--- config.mk ---
export PLATFORM = sky130hd
export DESIGN_NAME = request_frame_encoder_core
export DESIGN_NICKNAME = d
export VERILOG_FILES = /design/src/rfe_pkg.sv /design/src/request_frame_encoder_core.sv /design/src/rfe_front.sv /design/src/rfe_queue.sv /design/src/rfe_back.sv
export SDC_FILE = /design/constraint.sdc
export NUM_CORES = 1
export LEC_CHECK = 0
export BUFFER_PORTS_ARGS = -buffer_cell sky130_fd_sc_hd__buf_2
export CORE_UTILIZATION = 40
export CTS_CLUSTER_DIAMETER = 200
export CTS_CLUSTER_SIZE = 10
export DETAILED_ROUTE_END_ITERATION = 7
export PLACE_DENSITY = 0.66
export SLEW_MARGIN = 20
export SYNTH_ARGS = -nofsm -noshare
export SYNTH_HDL_FRONTEND = slang
export SYNTH_SLANG_ARGS = --single-unit
export TNS_END_PERCENT = 5
--- constraint.sdc ---
create_clock -name clock -period 6.8 [get_ports clock]
set_input_delay 1.02 -clock clock [delete_from_list [all_inputs] [get_ports clock]]
set_output_delay 1.02 -clock clock [all_outputs]
set_load 0.02 [all_outputs]
--- src/rfe_pkg.sv ---
// ----------------------------------------------------------------------------
// rfe_pkg
// shared types, ascii constants and crc8 helpers for the request frame encoder
// ----------------------------------------------------------------------------
package rfe_pkg;

   localparam logic [7:0] CRC_POLY       = 8'h07;
   localparam logic [7:0] WRITE_CODE_RST = 8'd87;   // 'W'

   localparam logic [7:0] ASCII_ZERO    = 8'h30;
   localparam logic [7:0] ASCII_A_LOWER = 8'h61;
   localparam logic [7:0] ASCII_SPACE   = 8'h20;
   localparam logic [7:0] ASCII_STAR    = 8'h2a;
   localparam logic [7:0] ASCII_NL      = 8'h0a;

   // one classified frame waiting to be serialized
   typedef struct packed {
      logic        is_write;
      logic [7:0]  code;
      logic [7:0]  param;
      logic [15:0] value;
      logic [7:0]  crc;
      logic        param_top;   // index of the leading param digit
      logic [1:0]  value_top;   // index of the leading value digit
      logic        crc_top;     // index of the leading crc digit
   } rfe_entry_type;

   typedef logic [7:0] crc_table_type [256];

   // one crc8 byte step, msb first, no reflection
   function automatic logic [7:0] crc_byte(input logic [7:0] acc, input logic [7:0] b);
      logic [7:0] d;
      d = acc ^ b;
      for (int k = 0; k < 8; k++) begin
         d = d[7] ? ((d << 1) ^ CRC_POLY) : (d << 1);
      end
      return d;
   endfunction

   // contribution of a byte followed by (depth - 1) more bytes; crc8 with zero
   // init is linear, so the frame crc is the xor of one entry per byte
   function automatic crc_table_type crc_table(input int unsigned depth);
      crc_table_type t;
      logic [7:0]    v;
      for (int i = 0; i < 256; i++) begin
         v = 8'(i);
         for (int unsigned k = 0; k < depth; k++) begin
            v = crc_byte(v, 8'h00);
         end
         t[i] = v;
      end
      return t;
   endfunction

   function automatic logic [7:0] hex_ascii(input logic [3:0] nib);
      logic [7:0] r;
      if (nib < 4'd10) begin
         r = ASCII_ZERO + {4'h0, nib};
      end else begin
         r = ASCII_A_LOWER - 8'd10 + {4'h0, nib};
      end
      return r;
   endfunction

endpackage

--- src/request_frame_encoder_core.sv ---
// ----------------------------------------------------------------------------
// request_frame_encoder_core
// turns requests into newline-terminated ascii frames with a crc8 trailer
// ----------------------------------------------------------------------------
// usage
//   req_* is the request channel (valid/ready); one beat is one request, either a
//   plain command (code, hex parameter) or a register write (write code, hex
//   address, space, hex value). rsp_* carries the frame one ascii byte per beat,
//   rsp_last_byte marks the closing newline. csr_write_enable / csr_write_data
//   load the register-write code letter (reset value 'W'); write it only idle.
// datapath and throughput
//   the front classifies and computes the crc in the accept cycle and pushes
//   into a two-entry queue; a frame then passes the queue slot, the serializer's
//   current-frame register and the output register before it shows on rsp.
//   the serializer emits one byte per cycle while the receiver is ready, with
//   frames back to back and no gap; a frame is 5 to 7 bytes for plain
//   commands, 7 to 12 bytes for register writes.
// reset and stalls
//   synchronous reset empties the queue and the output register and restores
//   the write code. a stalled receiver holds the current byte in the output
//   register; the queue keeps taking requests until both entries are full.
// ----------------------------------------------------------------------------
module request_frame_encoder_core
   import rfe_pkg::*;
(
   input  logic        clock,
   input  logic        reset,
   // configuration
   input  logic        csr_write_enable,
   input  logic [7:0]  csr_write_data,
   // request channel
   input  logic        req_valid,
   output logic        req_ready,
   input  logic        req_type,
   input  logic [7:0]  req_cmd_code,
   input  logic [7:0]  req_param_byte,
   input  logic [15:0] req_write_value,
   // response channel
   output logic        rsp_valid,
   input  logic        rsp_ready,
   output logic [7:0]  rsp_tx_byte,
   output logic        rsp_last_byte
);

   rfe_entry_type front_entry;
   rfe_entry_type queue_entry;
   logic          queue_valid;
   logic          queue_pop;

   // front: write code register, crc and digit-count classification
   rfe_front u_front (
      .clock            (clock),
      .reset            (reset),
      .csr_write_enable (csr_write_enable),
      .csr_write_data   (csr_write_data),
      .req_type         (req_type),
      .req_cmd_code     (req_cmd_code),
      .req_param_byte   (req_param_byte),
      .req_write_value  (req_write_value),
      .entry            (front_entry)
   );

   // decoupling queue; its free space is the request-side ready
   rfe_queue u_queue (
      .clock      (clock),
      .reset      (reset),
      .push_valid (req_valid),
      .push_ready (req_ready),
      .push_entry (front_entry),
      .pop_valid  (queue_valid),
      .pop        (queue_pop),
      .pop_entry  (queue_entry)
   );

   // back: byte sequencer with registered output beat
   rfe_back u_back (
      .clock         (clock),
      .reset         (reset),
      .entry_valid   (queue_valid),
      .entry         (queue_entry),
      .entry_pop     (queue_pop),
      .rsp_valid     (rsp_valid),
      .rsp_ready     (rsp_ready),
      .rsp_tx_byte   (rsp_tx_byte),
      .rsp_last_byte (rsp_last_byte)
   );

endmodule

--- src/rfe_front.sv ---
// ----------------------------------------------------------------------------
// rfe_front
// holds the write code register, classifies a request and computes its crc
// ----------------------------------------------------------------------------
module rfe_front
   import rfe_pkg::*;
(
   input  logic          clock,
   input  logic          reset,
   input  logic          csr_write_enable,
   input  logic [7:0]    csr_write_data,
   input  logic          req_type,
   input  logic [7:0]    req_cmd_code,
   input  logic [7:0]    req_param_byte,
   input  logic [15:0]   req_write_value,
   output rfe_entry_type entry
);

   localparam crc_table_type CRC_T1 = crc_table(1);
   localparam crc_table_type CRC_T2 = crc_table(2);
   localparam crc_table_type CRC_T3 = crc_table(3);
   localparam crc_table_type CRC_T4 = crc_table(4);

   logic [7:0]  write_code_ff;
   logic [7:0]  write_code_in;
   logic [7:0]  code;
   logic [15:0] value;

   assign write_code_in = csr_write_enable ? csr_write_data : write_code_ff;

   always_ff @(posedge clock) begin
      if (reset) begin
         write_code_ff <= WRITE_CODE_RST;
      end else begin
         write_code_ff <= write_code_in;
      end
   end

   assign code  = req_type ? write_code_ff : req_cmd_code;
   assign value = req_type ? req_write_value : 16'h0000;

   always_comb begin
      entry.is_write  = req_type;
      entry.code      = code;
      entry.param     = req_param_byte;
      entry.value     = value;
      entry.crc       = CRC_T4[code] ^ CRC_T3[req_param_byte] ^
                        CRC_T2[value[7:0]] ^ CRC_T1[value[15:8]];
      entry.param_top = (req_param_byte[7:4] != 4'h0);
      if (value[15:12] != 4'h0) begin
         entry.value_top = 2'd3;
      end else if (value[11:8] != 4'h0) begin
         entry.value_top = 2'd2;
      end else if (value[7:4] != 4'h0) begin
         entry.value_top = 2'd1;
      end else begin
         entry.value_top = 2'd0;
      end
      entry.crc_top   = (entry.crc[7:4] != 4'h0);
   end

endmodule

--- src/rfe_queue.sv ---
// ----------------------------------------------------------------------------
// rfe_queue
// two-entry queue of classified frames between front and back
// ----------------------------------------------------------------------------
module rfe_queue
   import rfe_pkg::*;
(
   input  logic          clock,
   input  logic          reset,
   input  logic          push_valid,
   output logic          push_ready,
   input  rfe_entry_type push_entry,
   output logic          pop_valid,
   input  logic          pop,
   output rfe_entry_type pop_entry
);

   rfe_entry_type slot_ff [2];
   logic          wr_ptr_ff;
   logic          wr_ptr_in;
   logic          rd_ptr_ff;
   logic          rd_ptr_in;
   logic [1:0]    count_ff;
   logic [1:0]    count_in;
   logic          push;
   logic          take;

   assign push_ready = (count_ff != 2'd2);
   assign pop_valid  = (count_ff != 2'd0);
   assign pop_entry  = slot_ff[rd_ptr_ff];
   assign push       = push_valid && push_ready;
   assign take       = pop && pop_valid;

   assign wr_ptr_in = push ? ~wr_ptr_ff : wr_ptr_ff;
   assign rd_ptr_in = take ? ~rd_ptr_ff : rd_ptr_ff;
   assign count_in  = count_ff + {1'b0, push} - {1'b0, take};

   always_ff @(posedge clock) begin
      if (reset) begin
         wr_ptr_ff <= 1'b0;
         rd_ptr_ff <= 1'b0;
         count_ff  <= 2'd0;
      end else begin
         wr_ptr_ff <= wr_ptr_in;
         rd_ptr_ff <= rd_ptr_in;
         count_ff  <= count_in;
      end
   end

   always_ff @(posedge clock) begin
      if (push) begin
         slot_ff[wr_ptr_ff] <= push_entry;
      end
   end

endmodule

--- src/rfe_back.sv ---
// ----------------------------------------------------------------------------
// rfe_back
// serializes one classified frame into ascii beats through an output register
// ----------------------------------------------------------------------------
module rfe_back
   import rfe_pkg::*;
(
   input  logic          clock,
   input  logic          reset,
   input  logic          entry_valid,
   input  rfe_entry_type entry,
   output logic          entry_pop,
   output logic          rsp_valid,
   input  logic          rsp_ready,
   output logic [7:0]    rsp_tx_byte,
   output logic          rsp_last_byte
);

   localparam logic [2:0] S_CODE  = 3'd0;
   localparam logic [2:0] S_PARAM = 3'd1;
   localparam logic [2:0] S_SPACE = 3'd2;
   localparam logic [2:0] S_VALUE = 3'd3;
   localparam logic [2:0] S_STAR  = 3'd4;
   localparam logic [2:0] S_CRC   = 3'd5;
   localparam logic [2:0] S_NL    = 3'd6;

   rfe_entry_type cur_ff;
   rfe_entry_type cur_in;
   logic [2:0]    seq_ff;
   logic [2:0]    seq_in;
   logic [1:0]    dig_ff;
   logic [1:0]    dig_in;
   logic          busy_ff;
   logic          busy_in;
   logic          rsp_valid_ff;
   logic          rsp_valid_in;
   logic [7:0]    rsp_tx_byte_ff;
   logic [7:0]    rsp_tx_byte_in;
   logic          rsp_last_byte_ff;
   logic          rsp_last_byte_in;

   logic          can_load;
   logic          emit;
   logic          finish;
   logic [15:0]   field;
   logic [3:0]    nib;
   logic [7:0]    beat_byte;
   logic [2:0]    seq_adv;
   logic [1:0]    dig_adv;

   assign can_load  = !rsp_valid_ff || rsp_ready;
   assign emit      = busy_ff && can_load;
   assign finish    = emit && (seq_ff == S_NL);
   assign entry_pop = entry_valid && (!busy_ff || finish);

   // digit source for the hex fields
   always_comb begin
      case (seq_ff)
         S_PARAM: field = {8'h00, cur_ff.param};
         S_VALUE: field = cur_ff.value;
         default: field = {8'h00, cur_ff.crc};
      endcase
      nib = 4'(field >> {dig_ff, 2'b00});
   end

   always_comb begin
      beat_byte = ASCII_NL;
      seq_adv   = seq_ff;
      dig_adv   = dig_ff;
      case (seq_ff)
         S_CODE: begin
            beat_byte = cur_ff.code;
            seq_adv   = S_PARAM;
            dig_adv   = {1'b0, cur_ff.param_top};
         end
         S_PARAM: begin
            beat_byte = hex_ascii(nib);
            if (dig_ff == 2'd0) begin
               seq_adv = cur_ff.is_write ? S_SPACE : S_STAR;
            end else begin
               dig_adv = dig_ff - 2'd1;
            end
         end
         S_SPACE: begin
            beat_byte = ASCII_SPACE;
            seq_adv   = S_VALUE;
            dig_adv   = cur_ff.value_top;
         end
         S_VALUE: begin
            beat_byte = hex_ascii(nib);
            if (dig_ff == 2'd0) begin
               seq_adv = S_STAR;
            end else begin
               dig_adv = dig_ff - 2'd1;
            end
         end
         S_STAR: begin
            beat_byte = ASCII_STAR;
            seq_adv   = S_CRC;
            dig_adv   = {1'b0, cur_ff.crc_top};
         end
         S_CRC: begin
            beat_byte = hex_ascii(nib);
            if (dig_ff == 2'd0) begin
               seq_adv = S_NL;
            end else begin
               dig_adv = dig_ff - 2'd1;
            end
         end
         S_NL: begin
            beat_byte = ASCII_NL;
            seq_adv   = S_CODE;
            dig_adv   = 2'd0;
         end
         default: begin
            beat_byte = ASCII_NL;
            seq_adv   = S_CODE;
            dig_adv   = 2'd0;
         end
      endcase
   end

   always_comb begin
      cur_in  = cur_ff;
      seq_in  = seq_ff;
      dig_in  = dig_ff;
      busy_in = busy_ff;
      if (entry_pop) begin
         cur_in  = entry;
         seq_in  = S_CODE;
         dig_in  = 2'd0;
         busy_in = 1'b1;
      end else if (finish) begin
         seq_in  = S_CODE;
         dig_in  = 2'd0;
         busy_in = 1'b0;
      end else if (emit) begin
         seq_in  = seq_adv;
         dig_in  = dig_adv;
      end
   end

   assign rsp_valid_in     = can_load ? emit : rsp_valid_ff;
   assign rsp_tx_byte_in   = can_load ? beat_byte : rsp_tx_byte_ff;
   assign rsp_last_byte_in = can_load ? (seq_ff == S_NL) : rsp_last_byte_ff;

   always_ff @(posedge clock) begin
      if (reset) begin
         seq_ff       <= S_CODE;
         dig_ff       <= 2'd0;
         busy_ff      <= 1'b0;
         rsp_valid_ff <= 1'b0;
      end else begin
         seq_ff       <= seq_in;
         dig_ff       <= dig_in;
         busy_ff      <= busy_in;
         rsp_valid_ff <= rsp_valid_in;
      end
   end

   always_ff @(posedge clock) begin
      cur_ff           <= cur_in;
      rsp_tx_byte_ff   <= rsp_tx_byte_in;
      rsp_last_byte_ff <= rsp_last_byte_in;
   end

   assign rsp_valid     = rsp_valid_ff;
   assign rsp_tx_byte   = rsp_tx_byte_ff;
   assign rsp_last_byte = rsp_last_byte_ff;

   // the frame flag only ever rides on the closing newline
   assert property (@(posedge clock) disable iff (reset)
      rsp_valid_ff && rsp_last_byte_ff |-> rsp_tx_byte_ff == ASCII_NL)
      else $error("last beat is not a newline");

   // an idle serializer sits at the frame start
   assert property (@(posedge clock) disable iff (reset)
      !busy_ff |-> seq_ff == S_CODE && dig_ff == 2'd0)
      else $error("idle serializer not at frame start");

   // the space and value digits belong to register writes only
   assert property (@(posedge clock) disable iff (reset)
      busy_ff && (seq_ff == S_SPACE || seq_ff == S_VALUE) |-> cur_ff.is_write)
      else $error("write fields in a plain command frame");

   // a new frame is never taken while the current one still has beats left
   assert property (@(posedge clock) disable iff (reset)
      entry_pop && busy_ff |-> emit && seq_ff == S_NL)
      else $error("frame popped mid-serialization");

endmodule

Word level (Yosys, flattened, before mapping)

Memory sizes are Yosys's and may differ from the RTL's. A register that Yosys moved wholly into a read port is not among the register bits.
Cells that the tools add are included.

Flip-flop bits (word level): 28
Memory bits (writable): 90
Bits in read-only memories: 8192
Bits of input ports: 46
Output and inout port bits: 11
Memories: 5

$add $sub $neg: 5
$lt $le $gt $ge: 5
Eq/ne operators: 11
Shifts and indexed selects: 1
Multiplexer cells: 27
Bitwise logic cells: 9
Reduce and logical (&&, ||, !) cells: 22

Memories:

| memory          | words | width | read ports | clocked after Yosys merged registers in | wr ports | line            | source |
|---|---|---|---|---|---|---|---|
| (no name shown) | 256   | 8     | 1          | 0                                       | 0        | rfe_front.sv:47 | `entry.crc = CRC_T4[code] ^ CRC_T3[req_param_byte] ^` |
| (no name shown) | 256   | 8     | 1          | 0                                       | 0        | rfe_front.sv:47 |  |
| (no name shown) | 256   | 8     | 1          | 0                                       | 0        | rfe_front.sv:48 | `CRC_T2[value[7:0]] ^ CRC_T1[value[15:8]];` |
| (no name shown) | 256   | 8     | 1          | 0                                       | 0        | rfe_front.sv:48 |  |
| u_queue.slot_ff | 2     | 45    | 1          | 1                                       | 1        | rfe_queue.sv:18 | `rfe_entry_type slot_ff [2];` |

Operators by type and width:

| cell                | count |
|---|---|
| $mux 8              | 10 |
| $ge 9x9->1 const B  | 4 |
| $not 8->9           | 4 |
| $pmux 16 s2         | 1 |
| $pmux 8 s4          | 1 |
| $xor 8x8->8         | 3 |
| $reduce_bool 4->1   | 5 |
| $pmux 3 s6          | 1 |
| $mux 16             | 1 |
| $shr 16x4->4        | 1 |
| $mux 3              | 4 |
| $eq 3x3->1 const B  | 3 |
| $add 7x4->8 const A | 1 |
| $pmux 2 s4          | 1 |
| $add 6x4->7 const A | 1 |
| $eq 3x2->1 const B  | 2 |
| $mux 2              | 3 |
| $ne 2x1->1 const B  | 3 |
| $reduce_or 3->1     | 2 |
| $logic_and 1x1->1   | 5 |
| $mux 1              | 5 |
| $lt 4x4->1 const B  | 1 |
| $ne 2x2->1 const B  | 2 |
| $reduce_and 4->1    | 1 |
| other kinds (11)    | 15 |

Depth between registers and ports, before layout

Depth in word-level cells: 9
Depth in mapped cells: 13

Modules after synthesis

From an unflattened synthesis, not the netlist that was laid out.

Cells, all modules: 539
Area total of the unflattened synthesis: 7837.5 um2

Modules (own cells, without submodules):

| module    | times used | cells each | area each (um2) | sequential area each (um2) |
|---|---|---|---|---|
| rfe_queue | 1          | 164        | 3683.5          | 2802.7 |
| rfe_back  | 1          | 181        | 2578.7          | 1761.7 |
| rfe_front | 1          | 194        | 1575.3          | 160.2 |

Least setup slack after synthesis

OpenSTA, ideal clock, no wires.

Kind: input -> register
From: in req_type
To: mem u_queue.slot_ff[0][0] (netlist name), data pin
Data arrival time: 3.405 ns
Required time: 6.532 ns
Slack: 3.127 ns
Stages on the path: 13
Buffers on the path: 5
Cell sequence: buf_4 buf_2 buf_2 buf_2 buf_2 nand2_1 ha_1 xnor2_1 xnor2_1 xnor3_1 xnor2_1 nor4b_2 o21ai_1

RTL lines:

| element            | line                             | source |
|---|---|---|
| start: declaration | request_frame_encoder_core.sv:34 | `input logic req_type,` |
| end: declaration   | rfe_queue.sv:18                  |  |

==> impl_metrics.py <==
metrics = {
    "status": {
        "status": "finished clean",
    },
    "critical_path": {
        "crit_fanout": 51,
        "r2r-end": "u_queue.count_ff[1]",
        "arrival_ps": 3630,
        "cp_top_family": "XOR/XNOR gates",
        "cp-startpoint": "req_type",
        "critical_path_required_ps": 6950,
        "r2r_start": "u_back.seq_ff[1]",
        "cp_slowest_stage_delay_ps": 640,
        "crit_cells": 9,
        "crit_buf_inv": 1,
        "start_kind": "primary input",
        "cp_common_cell": "xnor2_1",
        "worstPathCellList": "buf_2 -> nand2_1 -> ha_1 -> xnor2_1 -> xnor2_1 -> xnor3_1 -> xnor2_1 -> nor4b_2 -> o21ai_1",
        "cpMaxStageDelayCell": "buf_2",
        "r2r_slack_ps": 3600,
        "critical_path_class": "in2reg",
        "crit_path_end_kind": "flop",
        "crit_path_end": "u_queue.slot_ff[1][0]",
        "r2r_cells": 9,
    },
    "clock_network": {
        "hold_buffers": 0,
        "cts_root_buf": "clkbuf_16",
        "numCtsBuffers": 17,
        "cts-htree-levels": 4,
        "cts_setup_buffers": 0,
        "clock_path_buffers": 2,
        "clk_latency_ps": 410,
        "cts_tree": "done",
        "path_clk_slew_ps": 60,
        "ctsResizeCount": 0,
        "cts.sinks": 163,
    },
    "pwr": {
        "powerDensity_nw_per_um2": 368,
        "ir_drop_v": 0.000202,
        "internal_power_mw": 2.38,
        "switching_share_pct": 28.9,
        "power.switching_mw": 0.970,
        "comb_power_share_pct": 25.4,
        "power.leakage_nw": 3.31,
        "p_clk_share_pct": 28.4,
        "seqPwrFrac_pct": 46.2,
    },
    "global_route": {
        "grt_use_total_pct": 16.7,
        "grt_pass1_vias": 4700,
        "grt-ovfl-total": 0,
        "grt_pass1_wl_mm": 25.5,
        "grt_max_degree": 52,
        "antenna_found_initial": 0,
    },
    "synth": {
        "synth_flop_cell": "edfxtp_1",
        "syn-cell-area_um2": 8020,
        "synth_edf_count": 144,
        "syn-num-nets": 653,
        "synth.distinct_cells": 61,
        "yosysWarningCount": 0,
        "synth_area_per_cell_um2": 13.5,
        "ys_ff_latch": 163,
        "synthMostInstantiatedCell": "edfxtp_1",
        "synth_top_cell_by_area": "edfxtp_1",
        "async_reset_ff_share_pct": 0,
        "synth_area_leaders": "edfxtp_1 54%, mux2_2 8.1%, xnor2_1 5.2%",
        "ys_seq_area_share_pct": 58.7,
        "netlist.area_leader.share_pct": 53.9,
        "syn_inst": 596,
        "ys_top_cells_by_count": "144 x edfxtp_1, 58 x mux2_2, 48 x xnor2_1, 35 x nor2_1, 27 x nand2_1",
    },
    "die": {
        "rows": 51,
        "core_um2": 19500,
        "boundaryPins": 57,
        "die_area_um2": 20600,
        "die-height_um": 144,
        "die_w_um": 144,
        "initial_utilization_pct": 41.1,
    },
    "sta": {
        "clock.fmax_mhz": 288,
        "final_hold_viol_count": 0,
        "drv_slew": 0,
        "whs_ps": 517,
        "tightest_slew_ps": 849,
        "post-route-period-util_pct": 51.1,
        "min_period_ps": 3480,
        "setup_tns_ps": 0,
        "relSlewSlack_pct": 43.4,
        "rsz0062_at_grt": "no",
        "clock_skew_ps": 9.46,
        "setup_viol": 0,
    },
    "place": {
        "hpwlAfterDp_mm": 11.3,
        "gp_congestion": 0.837,
        "portBuffers": 56,
    },
    "drt": {
        "viasPerCell": 5.17,
        "totalWireLength_mm": 16.1,
        "drc": 0,
        "drt_iter0_drc": 389,
        "vias": 4750,
        "ant_nets": 0,
        "wl_per_cell_um": 17.6,
        "drtPass1Iterations": 4,
    },
    "final_layout": {
        "final_net_count": 698,
        "area_growth_pct": 13.7,
        "diodes": 0,
        "drive_gt1_share_pct": 24.5,
        "fillers": 1773,
    },
    "worst_hold_path": {
        "min-delay-start": "u_back.busy_ff",
        "min_path_type": "reg2reg",
    },
    "job": {
        "maxCapViolCount": 0,
    },
}
[state kept, by name, summed over array words and instances (netlist names)]
signal	flops
u_queue.count_ff	2
u_back.rsp_tx_byte	8
u_queue.slot_ff	90
u_back.rsp_last_byte	1
u_queue.rd_ptr_ff	1
u_back.cur_ff	45
u_back.busy_ff	1
u_back.seq_ff	3
u_queue.wr_ptr_ff	1
u_back.rsp_valid	1
u_back.dig_ff	2
u_front.write_code_ff	8
[layout make-up]
cell class              count  area, µm²  area share [%]
flip-flops and latches    163       4710            51.7
well taps                 265        332            3.64
clock buffers              20        437            4.79
inverters                  21       78.8           0.865
multi-input cells         381       3110            34.2
repair buffers             57        288            3.16
clock inverters            12        158            1.73
[tightest hold or removal path: stages, from the launching register on]
cell and delay, ps:
dfxtp_1 330, nor2_1 100, nor2_1 50
[how the worst min path moves through the flow]
stage,endpoint,slack (ps),depth (start not counted)
6_report,u_back.rsp_valid,520,2
5_1_grt,u_back.rsp_valid,560,2
4_1_cts,u_back.rsp_valid,520,2
3_5_place_dp,u_back.rsp_valid,520,2
3_3_place_gp,u_back.rsp_valid,510,2
2_1_floorplan,u_back.rsp_valid,480,2
[layer usage]
layer / GRT usage [%] / share of wire [%] / up-vias
li1: - / - / 2288
met1: 22.7 / 48 / 2339
met2: 27.0 / 47 / 111
met3: 3.43 / 3.7 / 12
met4: 4.98 / 1.3 / 0
met5: 0 / 0 / -
[power groups by stage]
stage          sequential [mW]  clock [mW]  combinational, mW
3_3_place_gp              1.57           0              0.833
6_report                  1.55       0.952              0.853
3_5_place_dp              1.58           0              0.851
4_1_cts                   1.56       0.967              0.859
2_1_floorplan             1.53           0              0.638
5_1_grt                   1.58        1.01              0.935
[stage by stage]
stage	power [mW]	instances	area, µm²	util, %	setup slack (ps)
floorplan	2.17	596	8020	-	3130
global placement	2.40	887	8510	43.6	3070
detailed placement	2.43	887	8510	43.6	2940
CTS	3.38	919	9110	46.6	3250
global route	3.53	919	9110	46.7	3170
finish	3.35	919	9110	46.7	3320
[placed cells by master, fill, tap and decap left out, types with 4 or more instances in the layout]
cell type,instances
xnor3_1,4
a21oi_1,21
nor2_1,34
o211ai_1,7
o22ai_1,5
xnor2_1,48
inv_1,21
nand3_1,5
a211o_1,6
clkbuf_16,17
nor2b_1,11
mux2_2,58
a21o_1,6
nand2_1,27
buf_2,56
xor2_1,17
clkinv_4,4
and2_1,13
dfxtp_1,18
a211oi_1,4
edfxtp_1,144
ha_1,11
mux2i_1,18
nand2b_1,7
o21ai_0,13
nor3_1,4
[cells by family after synthesis]
family | after synthesis | share of synthesized area [%]
DFF | 163 | 58.7
and+or+nand+nor | 121 | 7.62
AOI/OAI and AO/OA | 93 | 8.01
muxes | 83 | 11.9
xor gates and xnor gates | 73 | 9.32
buffers and inverters | 52 | 2.73
adders and majority gates | 11 | 1.72
No activity file was read; power rests on OpenSTA's default activity.
